[src/hdl/rmse_pkg.sv]
// Package with the widths, constants and shared types of the running mean and deviation block.
`timescale 1ns / 1ps

package rmse_pkg;

    localparam int SAMPLE_W = 24;
    localparam int FRAC_W   = 16;
    localparam int MEAN_W   = 40;
    localparam int M2_W     = 64;
    localparam int CNT_W    = 32;
    localparam int SD_W     = 32;
    localparam int EST_W    = 33;
    localparam int PROD_W   = 2 * MEAN_W;
    localparam int DIV_LEN_W = $clog2(M2_W + 1);

    localparam logic [MEAN_W-1:0] PRIOR_MEAN_Q16 = 40'd655360000;

    typedef struct packed {
        logic                 start;
        logic [DIV_LEN_W-1:0] len;
    } t_div_req;

endpackage

[src/hdl/rmse_div.sv]
// Restoring divider that produces one quotient bit per cycle over a left-aligned dividend.
`timescale 1ns / 1ps

module rmse_div (
    input  logic                           i_clk,
    input  logic                           i_rst_n,
    input  rmse_pkg::t_div_req             i_req,
    input  logic [rmse_pkg::M2_W-1:0]      i_dividend,
    input  logic [rmse_pkg::CNT_W-1:0]     i_divisor,
    output logic                           o_done,
    output logic [rmse_pkg::M2_W-1:0]      o_quotient
);

    logic                              r_busy;
    logic                              r_done;
    logic [rmse_pkg::DIV_LEN_W-1:0]    r_cnt;
    logic [rmse_pkg::M2_W-1:0]         r_dvd;
    logic [rmse_pkg::M2_W-1:0]         r_quo;
    logic [rmse_pkg::CNT_W-1:0]        r_rem;
    logic [rmse_pkg::CNT_W-1:0]        r_dvs;
    logic [rmse_pkg::CNT_W:0]          n_trial;
    logic [rmse_pkg::CNT_W:0]          n_diff;
    logic                              n_fit;

    always_comb begin
        n_trial = {r_rem, r_dvd[rmse_pkg::M2_W-1]};
        n_diff  = n_trial - {1'b0, r_dvs};
        n_fit   = (n_trial >= {1'b0, r_dvs});
    end

    always_ff @(posedge i_clk) begin
        if (!i_rst_n) begin
            r_busy <= 1'b0;
            r_done <= 1'b0;
            r_cnt  <= '0;
        end else begin
            r_done <= 1'b0;
            if (i_req.start) begin
                r_busy <= 1'b1;
                r_cnt  <= i_req.len;
                r_dvd  <= i_dividend;
                r_dvs  <= i_divisor;
                r_rem  <= '0;
                r_quo  <= '0;
            end else if (r_busy) begin
                r_dvd <= {r_dvd[rmse_pkg::M2_W-2:0], 1'b0};
                r_quo <= {r_quo[rmse_pkg::M2_W-2:0], n_fit};
                r_rem <= n_fit ? n_diff[rmse_pkg::CNT_W-1:0] : n_trial[rmse_pkg::CNT_W-1:0];
                r_cnt <= r_cnt - 1'b1;
                if (r_cnt == rmse_pkg::DIV_LEN_W'(1)) begin
                    r_busy <= 1'b0;
                    r_done <= 1'b1;
                end
            end
        end
    end

    assign o_done     = r_done;
    assign o_quotient = r_quo;

endmodule

[src/hdl/rmse_mul.sv]
// Shift-and-add multiplier that takes one multiplier bit per cycle.
`timescale 1ns / 1ps

module rmse_mul (
    input  logic                            i_clk,
    input  logic                            i_rst_n,
    input  logic                            i_start,
    input  logic [rmse_pkg::MEAN_W-1:0]     i_a,
    input  logic [rmse_pkg::MEAN_W-1:0]     i_b,
    output logic                            o_done,
    output logic [rmse_pkg::PROD_W-1:0]     o_product
);

    localparam int STEP_W = $clog2(rmse_pkg::MEAN_W + 1);

    logic                              r_busy;
    logic                              r_done;
    logic [STEP_W-1:0]                 r_cnt;
    logic [rmse_pkg::MEAN_W-1:0]       r_a;
    logic [rmse_pkg::MEAN_W-1:0]       r_b;
    logic [rmse_pkg::MEAN_W-1:0]       r_hi;
    logic [rmse_pkg::MEAN_W-1:0]       r_lo;
    logic [rmse_pkg::MEAN_W:0]         n_sum;

    always_comb begin
        n_sum = {1'b0, r_hi} + (r_b[0] ? {1'b0, r_a} : '0);
    end

    always_ff @(posedge i_clk) begin
        if (!i_rst_n) begin
            r_busy <= 1'b0;
            r_done <= 1'b0;
            r_cnt  <= '0;
        end else begin
            r_done <= 1'b0;
            if (i_start) begin
                r_busy <= 1'b1;
                r_cnt  <= STEP_W'(rmse_pkg::MEAN_W);
                r_a    <= i_a;
                r_b    <= i_b;
                r_hi   <= '0;
                r_lo   <= '0;
            end else if (r_busy) begin
                r_hi  <= n_sum[rmse_pkg::MEAN_W:1];
                r_lo  <= {n_sum[0], r_lo[rmse_pkg::MEAN_W-1:1]};
                r_b   <= {1'b0, r_b[rmse_pkg::MEAN_W-1:1]};
                r_cnt <= r_cnt - 1'b1;
                if (r_cnt == STEP_W'(1)) begin
                    r_busy <= 1'b0;
                    r_done <= 1'b1;
                end
            end
        end
    end

    assign o_done    = r_done;
    assign o_product = {r_hi, r_lo};

endmodule

[src/hdl/rmse_sqrt.sv]
// Digit-by-digit integer square root that resolves one root bit per cycle.
`timescale 1ns / 1ps

module rmse_sqrt (
    input  logic                          i_clk,
    input  logic                          i_rst_n,
    input  logic                          i_start,
    input  logic [rmse_pkg::M2_W-1:0]     i_value,
    output logic                          o_done,
    output logic [rmse_pkg::SD_W-1:0]     o_root
);

    localparam int STEP_W = $clog2(rmse_pkg::SD_W + 1);
    localparam int REM_W  = rmse_pkg::SD_W + 2;

    logic                            r_busy;
    logic                            r_done;
    logic [STEP_W-1:0]               r_cnt;
    logic [rmse_pkg::M2_W-1:0]       r_v;
    logic [REM_W-1:0]                r_rem;
    logic [rmse_pkg::SD_W-1:0]       r_root;
    logic [REM_W+1:0]                n_rem;
    logic [REM_W+1:0]                n_trial;
    logic [REM_W+1:0]                n_diff;
    logic                            n_fit;

    always_comb begin
        n_rem   = {r_rem, r_v[rmse_pkg::M2_W-1:rmse_pkg::M2_W-2]};
        n_trial = {2'b00, r_root, 2'b01};
        n_diff  = n_rem - n_trial;
        n_fit   = (n_rem >= n_trial);
    end

    always_ff @(posedge i_clk) begin
        if (!i_rst_n) begin
            r_busy <= 1'b0;
            r_done <= 1'b0;
            r_cnt  <= '0;
        end else begin
            r_done <= 1'b0;
            if (i_start) begin
                r_busy <= 1'b1;
                r_cnt  <= STEP_W'(rmse_pkg::SD_W);
                r_v    <= i_value;
                r_rem  <= '0;
                r_root <= '0;
            end else if (r_busy) begin
                r_v    <= {r_v[rmse_pkg::M2_W-3:0], 2'b00};
                r_rem  <= n_fit ? n_diff[REM_W-1:0] : n_rem[REM_W-1:0];
                r_root <= {r_root[rmse_pkg::SD_W-2:0], n_fit};
                r_cnt  <= r_cnt - 1'b1;
                if (r_cnt == STEP_W'(1)) begin
                    r_busy <= 1'b0;
                    r_done <= 1'b1;
                end
            end
        end
    end

    assign o_done = r_done;
    assign o_root = r_root;

endmodule

[src/hdl/running_mean_stddev_estimator.sv]
// Top level of the running mean and standard deviation estimator with its sequencer.
// One sample is taken at a time; its result moves into the output register once that
// register is free. The work is done by the bit-serial units: a 40-step and a 64-step
// pass of the shared divider, a 40-step multiplier pass and a 32-step square root.
// A new sample is accepted once the previous result has moved into the output register.
// Synchronous active-low reset sets the count to one with a prior mean of 10000 us.
`timescale 1ns / 1ps

module running_mean_stddev_estimator (
    input  logic         i_clk,
    input  logic         i_rst_n,
    input  logic         i_s_axis_tvalid,
    output logic         o_s_axis_tready,
    input  logic [23:0]  i_s_axis_tdata,   // [23:0] sample_us
    output logic         o_m_axis_tvalid,
    input  logic         i_m_axis_tready,
    output logic [111:0] o_m_axis_tdata    // [32:0] estimate_q8, [72:33] mean_q16,
                                           // [104:73] stddev_q8, [111:105] zero
);

    typedef enum logic [3:0] {
        S_IDLE,
        S_DIV1,
        S_UPD,
        S_D2,
        S_MUL,
        S_ACC,
        S_DIV2,
        S_SQRT,
        S_FIN
    } t_state;

    t_state                               r_state;
    logic [rmse_pkg::CNT_W-1:0]           r_count;
    logic [rmse_pkg::MEAN_W-1:0]          r_mean;
    logic [rmse_pkg::M2_W-1:0]            r_m2;
    logic [rmse_pkg::MEAN_W-1:0]          r_x;
    logic                                 r_ge;
    logic [rmse_pkg::MEAN_W-1:0]          r_d1;
    logic [rmse_pkg::MEAN_W-1:0]          r_d2;
    rmse_pkg::t_div_req                   r_div_req;
    logic                                 r_mul_start;
    logic                                 r_sqrt_start;
    logic                                 r_out_valid;
    logic [rmse_pkg::EST_W-1:0]           r_est;
    logic [rmse_pkg::MEAN_W-1:0]          r_out_mean;
    logic [rmse_pkg::SD_W-1:0]            r_sd;

    logic [rmse_pkg::MEAN_W-1:0]          n_x;
    logic [rmse_pkg::CNT_W-1:0]           n_count;
    logic [rmse_pkg::M2_W-1:0]            n_dividend;
    logic [rmse_pkg::CNT_W-1:0]           n_divisor;
    logic [rmse_pkg::MEAN_W-1:0]          n_quo40;
    logic [rmse_pkg::M2_W:0]              n_m2_sum;
    logic [rmse_pkg::EST_W-1:0]           n_est;

    logic                                 w_div_done;
    logic [rmse_pkg::M2_W-1:0]            w_quotient;
    logic                                 w_mul_done;
    logic [rmse_pkg::PROD_W-1:0]          w_product;
    logic                                 w_sqrt_done;
    logic [rmse_pkg::SD_W-1:0]            w_root;

    always_comb begin
        n_x        = {i_s_axis_tdata, {rmse_pkg::FRAC_W{1'b0}}};
        n_count    = (r_count == {rmse_pkg::CNT_W{1'b1}}) ? r_count : r_count + 1'b1;
        n_dividend = (r_state == S_DIV1) ? {r_d1, {(rmse_pkg::M2_W - rmse_pkg::MEAN_W){1'b0}}}
                                         : r_m2;
        n_divisor  = (r_state == S_DIV1) ? r_count : r_count - 1'b1;
        n_quo40    = w_quotient[rmse_pkg::MEAN_W-1:0];
        n_m2_sum   = {1'b0, r_m2}
                   + {1'b0, w_product[rmse_pkg::PROD_W-1:rmse_pkg::FRAC_W]};
        n_est      = {1'b0, r_mean[rmse_pkg::MEAN_W-1:8]} + {1'b0, w_root};
    end

    always_ff @(posedge i_clk) begin
        if (!i_rst_n) begin
            r_state      <= S_IDLE;
            r_count      <= rmse_pkg::CNT_W'(1);
            r_mean       <= rmse_pkg::PRIOR_MEAN_Q16;
            r_m2         <= '0;
            r_div_req    <= '0;
            r_mul_start  <= 1'b0;
            r_sqrt_start <= 1'b0;
            r_out_valid  <= 1'b0;
        end else begin
            r_div_req.start <= ((r_state == S_IDLE) && i_s_axis_tvalid) || (r_state == S_ACC);
            r_mul_start     <= (r_state == S_D2);
            r_sqrt_start    <= (r_state == S_DIV2) && w_div_done;
            if (i_m_axis_tready && (r_state != S_FIN)) begin
                r_out_valid <= 1'b0;
            end
            case (r_state)
                S_IDLE: begin
                    if (i_s_axis_tvalid) begin
                        r_x     <= n_x;
                        r_count <= n_count;
                        r_ge    <= (n_x >= r_mean);
                        r_d1    <= (n_x >= r_mean) ? n_x - r_mean : r_mean - n_x;
                        r_div_req.len   <= rmse_pkg::DIV_LEN_W'(rmse_pkg::MEAN_W);
                        r_state <= S_DIV1;
                    end
                end
                S_DIV1: begin
                    if (w_div_done) begin
                        r_state <= S_UPD;
                    end
                end
                S_UPD: begin
                    r_mean  <= r_ge ? r_mean + n_quo40 : r_mean - n_quo40;
                    r_state <= S_D2;
                end
                S_D2: begin
                    r_d2        <= r_ge ? r_x - r_mean : r_mean - r_x;
                    r_state     <= S_MUL;
                end
                S_MUL: begin
                    if (w_mul_done) begin
                        r_state <= S_ACC;
                    end
                end
                S_ACC: begin
                    r_m2 <= n_m2_sum[rmse_pkg::M2_W] ? {rmse_pkg::M2_W{1'b1}}
                                                     : n_m2_sum[rmse_pkg::M2_W-1:0];
                    r_div_req.len   <= rmse_pkg::DIV_LEN_W'(rmse_pkg::M2_W);
                    r_state <= S_DIV2;
                end
                S_DIV2: begin
                    if (w_div_done) begin
                        r_state      <= S_SQRT;
                    end
                end
                S_SQRT: begin
                    if (w_sqrt_done) begin
                        r_state <= S_FIN;
                    end
                end
                S_FIN: begin
                    if (!r_out_valid || i_m_axis_tready) begin
                        r_est       <= n_est;
                        r_out_mean  <= r_mean;
                        r_sd        <= w_root;
                        r_out_valid <= 1'b1;
                        r_state     <= S_IDLE;
                    end
                end
                default: begin
                    r_state <= S_IDLE;
                end
            endcase
        end
    end

    rmse_div u_div (
        .i_clk      (i_clk),
        .i_rst_n    (i_rst_n),
        .i_req      (r_div_req),
        .i_dividend (n_dividend),
        .i_divisor  (n_divisor),
        .o_done     (w_div_done),
        .o_quotient (w_quotient)
    );

    rmse_mul u_mul (
        .i_clk     (i_clk),
        .i_rst_n   (i_rst_n),
        .i_start   (r_mul_start),
        .i_a       (r_d1),
        .i_b       (r_d2),
        .o_done    (w_mul_done),
        .o_product (w_product)
    );

    rmse_sqrt u_sqrt (
        .i_clk   (i_clk),
        .i_rst_n (i_rst_n),
        .i_start (r_sqrt_start),
        .i_value (w_quotient),
        .o_done  (w_sqrt_done),
        .o_root  (w_root)
    );

    assign o_s_axis_tready = (r_state == S_IDLE);
    assign o_m_axis_tvalid = r_out_valid;
    assign o_m_axis_tdata  = {7'b0, r_sd, r_out_mean, r_est};

endmodule
[config.mk]
export PLATFORM = sky130hd
export DESIGN_NAME = running_mean_stddev_estimator
export DESIGN_NICKNAME = d
export VERILOG_FILES = /design/src/hdl/rmse_pkg.sv /design/src/hdl/rmse_div.sv /design/src/hdl/rmse_mul.sv /design/src/hdl/rmse_sqrt.sv /design/src/hdl/running_mean_stddev_estimator.sv
export SDC_FILE = /design/constraint.sdc
export NUM_CORES = 2
export LEC_CHECK = 0
export BUFFER_PORTS_ARGS = -buffer_cell sky130_fd_sc_hd__buf_2
export CORE_AREA = 3 3 300 302
export CTS_CLUSTER_DIAMETER = 50
export DETAILED_ROUTE_END_ITERATION = 6
export DIE_AREA = 0 0 303 305
export GPL_TIMING_DRIVEN = 0
export PLACE_DENSITY = 0.87
export SLEW_MARGIN = 5
export SYNTH_ARGS = -nofsm -noshare
export SYNTH_HDL_FRONTEND = slang
export SYNTH_SLANG_ARGS = --single-unit
[constraint.sdc]
create_clock -name i_clk -period 11.9 [get_ports i_clk]
set_input_delay 2.38 -clock i_clk [delete_from_list [all_inputs] [get_ports i_clk]]
set_output_delay 2.38 -clock i_clk [all_outputs]
set_load 0.02 [all_outputs]
==> Yosys cells after proc, flatten, opt, wreduce, memory -nomap -nowiden <==
Cells that the tools add are included.
{ "classes": {"n_addsub": 16, "n_lt_le_gt_ge": 3, "n_eq_ne": 19, "muxes": 51, "n_bitwise": 5, "reduce_logical": 27} }
{ "ops": {"columns": ["cell", "n"], "rows": [
  ["two-way mux 64 bit", 7],
  ["two-way mux 40 bit", 8],
  ["subtractor 40 bit", 5],
  ["two-way mux 32 bit", 4],
  ["two-way mux 34 bit", 2],
  ["adder 64 x 64 -> 65 bit", 1],
  ["adder 40 x 41 -> 41 bit", 1],
  ["adder 40 bit", 1],
  [">= comparator 40 bit", 1],
  [">= comparator 36 x 34 -> 1 bit", 1],
  ["case mux 4 bit (9 select lines)", 1],
  ["subtractor 34 bit", 1],
  ["adder 32 x 32 -> 33 bit", 1],
  [">= comparator 33 x 32 -> 1 bit", 1],
  ["adder 32 x 1 -> 32 bit, second input constant", 1],
  ["== test 32 bit, second input constant", 1],
  ["subtractor 32 x 1 -> 32 bit, second input constant", 1],
  ["subtractor 32 bit", 1],
  ["two-way mux 4 bit", 6],
  ["two-way mux 6 bit", 4],
  ["two-way mux 7 bit", 3],
  ["== test 4 x 3 -> 1 bit, second input constant", 4],
  ["two-way mux 1 bit", 15],
  ["case mux 7 bit (2 select lines)", 1],
  ["21 further kinds", 49]
]} }
{ "word_totals": {"regBits": 868, "input_bits": 28, "out_inout_bits": 114, "elab_cells": 159} }

==> Depth between registers and ports, before layout <==
{ "depth": {"word_depth": 5, "depth_mapped": 20, "depth_no_buf": 19} }

==> Hierarchy <==
From an unflattened synthesis, not the netlist that was laid out.
{ "unflattened": {"hier_cells": 5075, "area_unflattened_um2": 51947.3} }
{ "modules_own_cells": {"columns": ["module", "instances", "cells_per_inst", "area_each_um2", "seq_area_each_um2"], "rows": [
  ["running_mean_stddev_estimator", 1, 2960, 25724.7, 9228.9],
  ["rmse_div", 1, 745, 9870.7, 5945.7],
  ["rmse_mul", 1, 732, 8804.7, 4964.8],
  ["rmse_sqrt", 1, 638, 7547.2, 4063.9]
]} }

==> Least setup slack after synthesis <==
OpenSTA, ideal clock, no wires.
{ "synth_path": {"path_kind": "input -> register", "start": "input i_rst_n", "end": "register r_est[0] (netlist name) (enable)", "setup_ns": 0.719, "arrival_time_ns": 10.775, "t_required_ns": 11.181, "path_slack_ns": 0.406, "stages": 5, "n_path_buf": 3, "path_cell_list": "clkbuf_1 > inv_1 > clkbuf_1 > clkbuf_1 > nor3b_1"} }
{ "synth_via": {"elab_chain_cells": 1} }
{ "synth_rtl": {"columns": ["element", "line", "rtl"], "rows": [
  ["start: declaration", "running_mean_stddev_estimator.sv:11", "input logic i_rst_n,"],
  ["AND reduction 3 bit (no source line)", null, null],
  ["end signal: assignment", "running_mean_stddev_estimator.sv:140", "r_est <= n_est;"],
  ["end: declaration", "running_mean_stddev_estimator.sv:45", "logic [rmse_pkg::EST_W-1:0] r_est;"]
]} }
Every way passes these cells.
A chain may end at the register's enable or synchronous reset.

==> Worst setup path in the final report <==
{ "layout_path": {"start": "input i_rst_n", "end": "register r_out_mean[33] (netlist name) (enable)"} }
{ "layout_via": {"elab_chain_cells": 1} }
{ "layout_rtl": {"columns": ["element", "line", "rtl"], "rows": [
  ["AND reduction 3 bit (no source line)", null, null],
  ["end signal: assignment", "running_mean_stddev_estimator.sv:141", "r_out_mean <= r_mean;"],
  ["end: declaration", "running_mean_stddev_estimator.sv:46", "logic [rmse_pkg::MEAN_W-1:0] r_out_mean;"]
]} }
Every way passes these cells.

==> impl_metrics.toml <==
[clocking]
cts_resized = 0
cts_hold_buffers = 0
cts_buffers = 96
cts_root_buf = "clkbuf_16"
cts_setup_buffers = 0
cts.sinks = 847
htree_levels = 3
cts_tree = "built"
clk_pin_slew_ns = 0.06
clk_latency_ns = 0.69
clockBufferDepth = 3

[grt]
grt_pass1_vias = 39410
grt_pass1_wl_um = 217700
overflow = 0
grt_usage_pct = 29.78
grt_max_degree = 35
antenna_found_initial = 1

[critical_path]
crit_fanout = 14
path_buf_inv = 9
crit_path_end = "r_out_mean[33]"
r2r_end = "r_mean[36]"
crit_chain = "clkbuf_1 > inv_1 > clkbuf_1 > clkbuf_1 > nor3b_2 > buf_6 > buf_6 > buf_6 > buf_6 > buf_4"
max_stage_delay_ns = 1.08
crit_type = "input pin to flop"
worstRegToRegCells = 15
rrSetupSlack_ns = 6.22
startpoint = "i_rst_n"
crit_path_top_delay_cell = "nor3b_2"
critPathLaunchType = "input pin"
r2r-start = "r_ge"
critPathTopFamily = "buffers and inverters"
arrival_ns = 6.41
path_depth = 10
end_kind = "flop"
cp_common_cell = "buf_6"
worstPathRequired_ns = 12.28

[timing]
setup_slack_ns = 5.878
slew_violations = 0
finalCriticalPeriod_ns = 6.022
fin_skew_ns = 0.02287
final.period_utilization_pct = 50.61
rsz0062_at_grt = "no"
worst_slew_pin_slew_ns = 1.378
hold_viol = 0
slew_headroom_pct = 8.162
fmax_mhz = 166.1
hold_ws_ns = 0.4533
setup_violations = 0

[detailed_routing]
via_per_inst = 6.226
routed_wl_um = 141400
antenna_left = 0
vias = 40850
drc_errors = 0
drtIter0Drc = 4090
drt-wirelength-per-cell_um = 21.55
drtPass1Iterations = 6

[place]
place_ws_ns = 5.383
routabilityCongestion = 0.9600
io_buffer_count = 133
dp.cells = 6380
dp.final_hpwl_um = 103700

[synthesis]
ys_top_cells_by_area = "edfxtp_1 (40%), ha_1 (8.5%), dfxtp_1 (6.8%)"
synth_edf_count = 676
async_flop_share_pct = 0
ys_ff_latch = 847
synth.top_cell.area_share_pct = 40.05
synth_most_common_cell = "edfxtp_1"
synth_cells = 5048
yosysUniqueCellTypes = 93
synth_area_sq_um = 50680
ys_seq_area_share_pct = 46.80
ys.warnings.count = 0
synthTopCellsByCount = "edfxtp_1 (676), nor2_1 (452), a21oi_1 (443)"
postSynthAreaPerCell_sq_um = 10.04
synth-main-ff-cell = "edfxtp_1"
yosysTopAreaCell = "edfxtp_1"

[floorplan]
start_util_pct = 57.62
io_pins = 142
die_area_sq_um = 92420
die_h_um = 305
fp-row-count = 109
die_w_um = 303
fp.coreArea_sq_um = 87970

[final_layout]
num-nets-final = 5693
stdcell_count = 6562
area_growth_pct = 12.01
diodes = 0
drive_gt1_share_pct = 9.672

[run_status]
status = "complete, no violations"

[hold_path]
hp-class = "flop to flop"

[power_and_ir_drop]
vdd_ir_drop_max_uv = 125.2
p_per_area_nw_per_um2 = 122.4
leakagePower_uw = 0.02259

[flow_run]
drv_cap = 0
[layer usage]
layer  track usage [%]  part of all wire, %  vias to the layer above
li1                  -                    -                    18880
met1             38.74                   39                    19430
met2             48.23                   47                     2121
met3             5.414                  9.3                      420
met4             13.95                  4.9                        2
met5                 0               0.0078                        -
[worst min path at each step]
stage          depth (start not counted)     start  slack, ns            end
5_1_grt                                0  r_d1[31]       0.47  u_mul.r_a[31]
4_1_cts                                0  r_d1[31]       0.45  u_mul.r_a[31]
3_3_place_gp                           0  r_d1[28]       0.44  u_mul.r_a[28]
3_5_place_dp                           0  r_d1[31]       0.44  u_mul.r_a[31]
6_report                               0  r_d1[31]       0.45  u_mul.r_a[31]
2_1_floorplan                          0   r_d1[0]       0.43   u_mul.r_a[0]
[flip-flops by register name, summed over array words and instances (netlist names), 64 cells and up]
name / cells
u_div.o_quotient: 64
u_sqrt.r_v: 64
r_m2: 64
u_div.r_dvd: 64
[report_power, final]
group,internal [uW],leakage [uW],switching (uW)
combinational,187,0.0134,327
clock,1820,0.00164,1330
sequential,3240,0.00755,35.4
[layout make-up]
class / count / area [sq um]
Inverter: 230 / 863.3
Buffer: 237 / 959.7
Clock buffer: 113 / 2591
Clock inverter: 69 / 830.8
Tap cell: 1165 / 1458
Timing Repair Buffer: 161 / 1145
Fill cell: 6537 / 31190
Sequential cell: 847 / 23720
Multi-Input combinational cell: 3740 / 25200
[metrics by stage]
step / TNS [ns] / cell area, sq um / utilization, % / power [uW]
floorplan: 0 / 50710 / - / 3691
global placement: -974.65 / 52830 / 60.06 / 3824
detailed placement: 0 / 53350 / 60.65 / 3836
CTS: 0 / 56770 / 64.54 / 6956
global route: 0 / 56770 / 64.54 / 7138
finish: 0 / 56770 / 64.54 / 6947
[placed cells by master, fill, tap and decap left out, types with 68 or more instances in the layout]
cell type and n:
nor2_1 447, a31oi_1 70, a21oi_1 443, nand3_1 83, clkbuf_1 199, dfxtp_1 171
a21o_1 189, edfxtp_1 676, nor2b_1 133, clkbuf_16 100, inv_1 230, o21ai_0 255
buf_2 152, mux2_2 107, nor3_1 77, and2_1 68, xor2_1 150, xnor2_1 233
nand2_1 441, ha_1 345
[logic make-up after synthesis]
| family | Yosys count | share of synthesized area (%) |
|---|---|---|
| buffers and inverters | 467 | 3.597 |
| AO/OA/AOI/OAI | 1331 | 16.67 |
| multiplexers | 143 | 3.088 |
| flip-flops | 847 | 46.80 |
| adder cells (fa/ha/maj) | 352 | 8.793 |
| other | 1 | 0.007399 |
| XOR/XNOR | 383 | 6.618 |
| AND/OR/NAND/NOR | 1524 | 14.42 |
(Power assumes the default switching activity.)
